[config.mk]
export PLATFORM = sky130hd
export DESIGN_NAME = sdcs_elem_store
export DESIGN_NICKNAME = d
export VERILOG_FILES = /design/src/sum_difference_coverage_scorer_macros.svh /design/src/sdcs_pkg.sv /design/src/sdcs_elem_store.sv
export SDC_FILE = /design/constraint.sdc
export NUM_CORES = 2
export LEC_CHECK = 0
export BUFFER_PORTS_ARGS = -buffer_cell sky130_fd_sc_hd__buf_2
export CORE_MARGIN = 3
export CORE_UTILIZATION = 60
export CTS_BUF_LIST = sky130_fd_sc_hd__clkbuf_8 sky130_fd_sc_hd__clkbuf_16
export DETAILED_ROUTE_END_ITERATION = 7
export HOLD_SLACK_MARGIN = 0.15
export PLACE_DENSITY = 0.85
export RECOVER_POWER = 25
export SYNTH_ARGS = -nofsm -noshare
export SYNTH_HDL_FRONTEND = slang
export SYNTH_SLANG_ARGS = --single-unit
export TNS_END_PERCENT = 20
[constraint.sdc]
create_clock -name clk -period 7.4 [get_ports clk]
set_input_delay 0.74 -clock clk [delete_from_list [all_inputs] [get_ports clk]]
set_output_delay 0.74 -clock clk [all_outputs]
set_load 0.005 [all_outputs]
[src/sum_difference_coverage_scorer_macros.svh]
// assertion macros shared by the scorer rtl
`ifndef SUM_DIFFERENCE_COVERAGE_SCORER_MACROS_SVH
`define SUM_DIFFERENCE_COVERAGE_SCORER_MACROS_SVH

// same-cycle implication, off while reset is held
`define ASSERT_IMPLIES(name, clk, rst_n, ante, cons) \
	name: assert property (@(posedge clk) disable iff (!rst_n) (ante) |-> (cons)) \
		else $error("implication check failed");

// next-cycle implication, off while reset is held
`define ASSERT_NEXT(name, clk, rst_n, ante, cons) \
	name: assert property (@(posedge clk) disable iff (!rst_n) (ante) |=> (cons)) \
		else $error("next-cycle check failed");

`endif

[src/sdcs_pkg.sv]
// shared constants and types of the sum/difference coverage scorer
package sdcs_pkg;

	localparam int ELEM_W        = 16;
	localparam int SCORE_W       = 15;
	localparam int VAL_W         = 18;
	localparam int WORD_W        = 64;
	localparam int BIT_W         = 6;
	localparam int MAX_ELEMS_DEF = 128;
	localparam int MAP_WORDS_DEF = 512;
	localparam logic [SCORE_W-1:0] SCORE_MAX = 15'h7FFF;

	typedef enum logic {
		MAP_MARK,
		MAP_SCAN
	} map_op_t;

	typedef struct packed {
		logic                     valid;
		map_op_t                  op;
		logic signed [VAL_W-1:0]  value;
	} map_req_t;

	typedef struct packed {
		logic                     ready;
		logic                     done;
		logic [SCORE_W-1:0]       score;
	} map_rsp_t;

endpackage

[src/sdcs_elem_store.sv]
// element store: one write port, one registered read port
module sdcs_elem_store #(
	parameter int MAX_ELEMS = sdcs_pkg::MAX_ELEMS_DEF
) (
	input  logic                             clk,
	input  logic                             we,
	input  logic [((MAX_ELEMS > 1) ? $clog2(MAX_ELEMS) : 1)-1:0] waddr,
	input  logic signed [sdcs_pkg::ELEM_W-1:0] wdata,
	input  logic [((MAX_ELEMS > 1) ? $clog2(MAX_ELEMS) : 1)-1:0] raddr,
	output logic signed [sdcs_pkg::ELEM_W-1:0] rdata
);
	import sdcs_pkg::*;

	logic signed [ELEM_W-1:0] mem [MAX_ELEMS];

	always_ff @(posedge clk) begin
		if (we) begin
			mem[waddr] <= wdata;
		end
		rdata <= mem[raddr];
	end

endmodule

---- Yosys cells after proc, flatten, opt, wreduce, memory -nomap -nowiden ----
Memory sizes are Yosys's and may differ from the RTL's. A register that Yosys moved wholly into a read port is not among the register bits.
Cells that the tools add are included.
cells by class
  muxes and demuxes ....................... 2
operator list
  kind              count
  2-to-1 mux 1 bit  2
storage, ports and cells
  register bits after elaboration ......... 0
  bits in writable memories ............... 2048
  input port bits ......................... 32
  output and inout port bits .............. 16
  memories kept ........................... 1
memory list
  name  words  bits a word  rd ports  clocked after Yosys merged registers in  wr ports  RTL line               RTL
  mem   128    16           1         1                                        1         sdcs_elem_store.sv:14  logic signed [ELEM_W-1:0] mem [MAX_ELEMS];

---- Longest topological paths before layout ----
  depth in word-level cells ............... 2
  gate-level depth with buffers ........... 7
  depth with buffers taken out ............ 4

---- Worst setup path before layout ----
OpenSTA, ideal clock, no wires.
  kind .................................... in2reg
  start ................................... in raddr[0] in the netlist's numbering
  end ..................................... reg rdata[0] in the netlist's numbering (read register of mem)
  setup time .............................. 0.121 ns
  arrival time ............................ 3.114 ns
  required time ........................... 7.279 ns
  setup slack ............................. 4.165 ns
  stages on the path ...................... 6
  buffers on the path ..................... 2
  cell sequence ........................... buf_2 buf_1 mux4_2 mux4_2 mux4_2 mux2_2
RTL lines
  what             RTL line               RTL
  start, declared  sdcs_elem_store.sv:9   input logic [((MAX_ELEMS > 1) ? $clog2(MAX_ELEMS) : 1)-1:0] raddr,
  end, declared    sdcs_elem_store.sv:10  output logic signed [sdcs_pkg::ELEM_W-1:0] rdata

---- Worst setup path after layout ----
  start ................................... in wdata[3] in the netlist's numbering
  end ..................................... mem mem[70][3] (data pin)
RTL lines
  what             RTL line               RTL
  start, declared  sdcs_elem_store.sv:8   input logic signed [sdcs_pkg::ELEM_W-1:0] wdata,
  end, declared    sdcs_elem_store.sv:14
No word-level cell before the write port.

==> results.yml <==
global_routing:
  gr-usage-all-layers_pct: 34.0
  overflow: 0
  grt_max_degree: 119
  antenna_found_initial: 30
  grt_pass1_wl_um: 317000
  grt_pass1_vias: 39700
floorplan:
  start_util_pct: 60.6
  dieArea_um2: 135000
  ios: 48
  core_um2: 130000
  fp.dieW_um: 368
  row_count: 132
  die_h_um: 368
hold_path:
  hold_class: "in -> reg"
  min_path_cells: 1
status:
  status: "complete, but fails checks"
  failed_checks: "capacitance limit, slew limit"
drt:
  viasPerCell: 7.42
  via_count: 38900
  drc: 0
  wl_per_cell_um: 43.0
  drt_wl_total_um: 225000
  dr.pass1.iters: 8
  final_antenna_net_count: 0
  drtIter0Drc: 7106
critical_path:
  worstSetupStartpointType: "primary input"
  worstPathArrival_ns: 5.32
  r2r_end: "rdata[7]"
  slowest_stage: "clkbuf_1"
  r2r_slack_ns: 4.79
  cp_data_required_time_ns: 7.21
  startpoint: "wdata[3]"
  crit_top_cell: "clkbuf_1"
  crit_chain: "clkbuf_1, clkbuf_1"
  crit_end: "mem[70][3]"
  crit_family: "buffers and inverters"
  cp.depth: 2
  critPathKind: "in -> reg"
  reg2reg_depth: 4
  path_buf_inv: 2
  critPathMaxFanout: 112
  critical_path.max_stage_delay_ns: 3.88
  crit_path_end_kind: "flop"
  r2r-start: "mem[70][7]"
clock_network:
  clock_latency_ns: 0.84
  cts-resized-gates: 0
  root_buffer: "clkbuf_16"
  ctsHoldBuffers: 0
  cts_tree: "done"
  cts_max_path_buffers: 3
  cts_buffers: 192
  postCtsSetupBuffers: 0
  cts_max_level: 4
  cts.sinks: 2064
  path_clk_slew_ns: 0.06
sta:
  rsz0062_at_grt: "no"
  layout_setup_ws_ns: 1.89
  setup_viol: 0
  finClkSkew_ns: 0.0394
  fmax_ghz: 0.182
  tightest_slew_ns: 5.58
  min_period_ns: 5.51
  finalMaxSlewViolations: 1568
  hold_ws_ns: 0.385
  fin_tns_setup_ns: 0
  slew_headroom_pct: -272
  period_share_pct: 74.4
  hold_viol_final: 0
yosys:
  synth_largest_area_cell: "edfxtp_1"
  ys_seq_area_share_pct: 78.7
  syn-num-nets: 3118
  syn_inst: 3086
  ys_ff_latch: 2064
  ys_types: 17
  synthesis.area_um2: 78500
  synth.area.top_cells: "edfxtp_1 (78%), mux4_2 (19%), nor2_1 (0.58%)"
  yosysTopAreaCellShare_pct: 78.3
  synth.avg_cell_area_um2: 25.4
  ys_warn_count: 0
place:
  gp_congestion: 0.797
  placed_cells: 4875
  post-dp-hpwl_um: 113000
  dpl_worst_slack_ns: 2.82
  numPortBuffers: 47
layout:
  multi_input_area_um2: 16100
  areaGrowthSynthToFinish_pct: 12.2
  regArea_um2: 61800
  fin_cells: 5241
  layout_commonest_cell: "edfxtp_1"
  mostFrequentLayoutCells: "edfxtp_1 (2048), mux4_2 (672), clkbuf_16 (192)"
  fin_nets: 3360
  final.fill_count: 6902
  final_layout_size_suffix_gt1_share_pct: 33.7
job:
  maxCapViolCount: 24
power_and_ir_drop:
  leakage_nw: 27.4
  internal_power_mw: 19.0
  p_per_area_nw_per_um2: 277
  swShare_pct: 21.9
  irDropWorstVdd_mv: 0.202
  power_frac_seq_pct: 53.3
  combPwrFrac_pct: 5.0
  clkPwrFrac_pct: 41.7
  power_switching_mw: 5.33
==> per-stage QoR <==
stage / utilization (%) / power [mW] / instance area [µm²]
4_1_cts: 68.0 / 24.3 / 88100
2_1_floorplan: - / 13.8 / 78500
3_5_place_dp: 63.1 / 14.4 / 81800
3_3_place_gp: 63.1 / 14.3 / 81800
5_1_grt: 67.9 / 24.8 / 88000
6_report: 67.9 / 24.4 / 88100
==> synthesized netlist by cell type, drive strengths merged <==
master and instances:
edfxtp 2048, mux4 672, nor2 122, buf 82, clkbuf 82, dfxtp 16
mux2 16, nand2 14, nand3 12, nor3 9, nor2b 7, nand4 3
nand2b 2, or3 1
==> cells by family (layout without fill, tap and decap cells) <==
group                  count (synthesis)  in the layout  share of synthesized area, %
buffers and inverters                164            568                         0.881
multiplexers                         688            688                          19.5
flip-flops                          2064           2064                          78.7
AND/OR/NAND/NOR                      170            170                         0.888
other                                  0              9                             0
==> sequential cells by signal, summed over array words and instances, names as in the netlist <==
name	flops
mem	2048
rdata	16
==> worst min path at each step <==
stage | slack [ns] | startpoint | endpoint
final | 0.39 | wdata[8] | mem[119][8]
after global routing | 0.38 | wdata[8] | mem[119][8]
after CTS | 0.15 | wdata[8] | mem[116][8]
after detailed placement | 1.02 | wdata[8] | mem[117][8]
after global placement | 1.01 | wdata[8] | mem[116][8]
after floorplan | 0.84 | wdata[0] | mem[0][0]
==> power groups by stage <==
| stage | registers, mW | logic, mW | clock network, mW |
|---|---|---|---|
| global route | 13.0 | 1.24 | 10.6 |
| finish | 13.0 | 1.22 | 10.2 |
| CTS | 13.0 | 1.20 | 10.2 |
| floorplan | 13.2 | 0.632 | 0 |
| detailed placement | 13.2 | 1.14 | 0 |
| global placement | 13.2 | 1.10 | 0 |
==> layer usage <==
| layer | routed length (µm) | track usage (%) | up-vias |
|---|---|---|---|
| met3 | 32100 | 10.2 | 787 |
| met4 | 12400 | 15.2 | 22 |
| met1 | 69000 | 43.7 | 20200 |
| li1 | - | - | 13900 |
| met5 | 157 | 0 | - |
| met2 | 111000 | 54.7 | 3967 |
==> final cells by class <==
cell class,count,area share (%)
sequential,2064,70.2
multi-input combinational,858,18.3
clock buffer,202,5.61
tap,1742,2.47
timing repair buffer,212,1.78
clock inverter,154,1.63
antenna,9,0.0256
(Power assumes the default switching activity.)
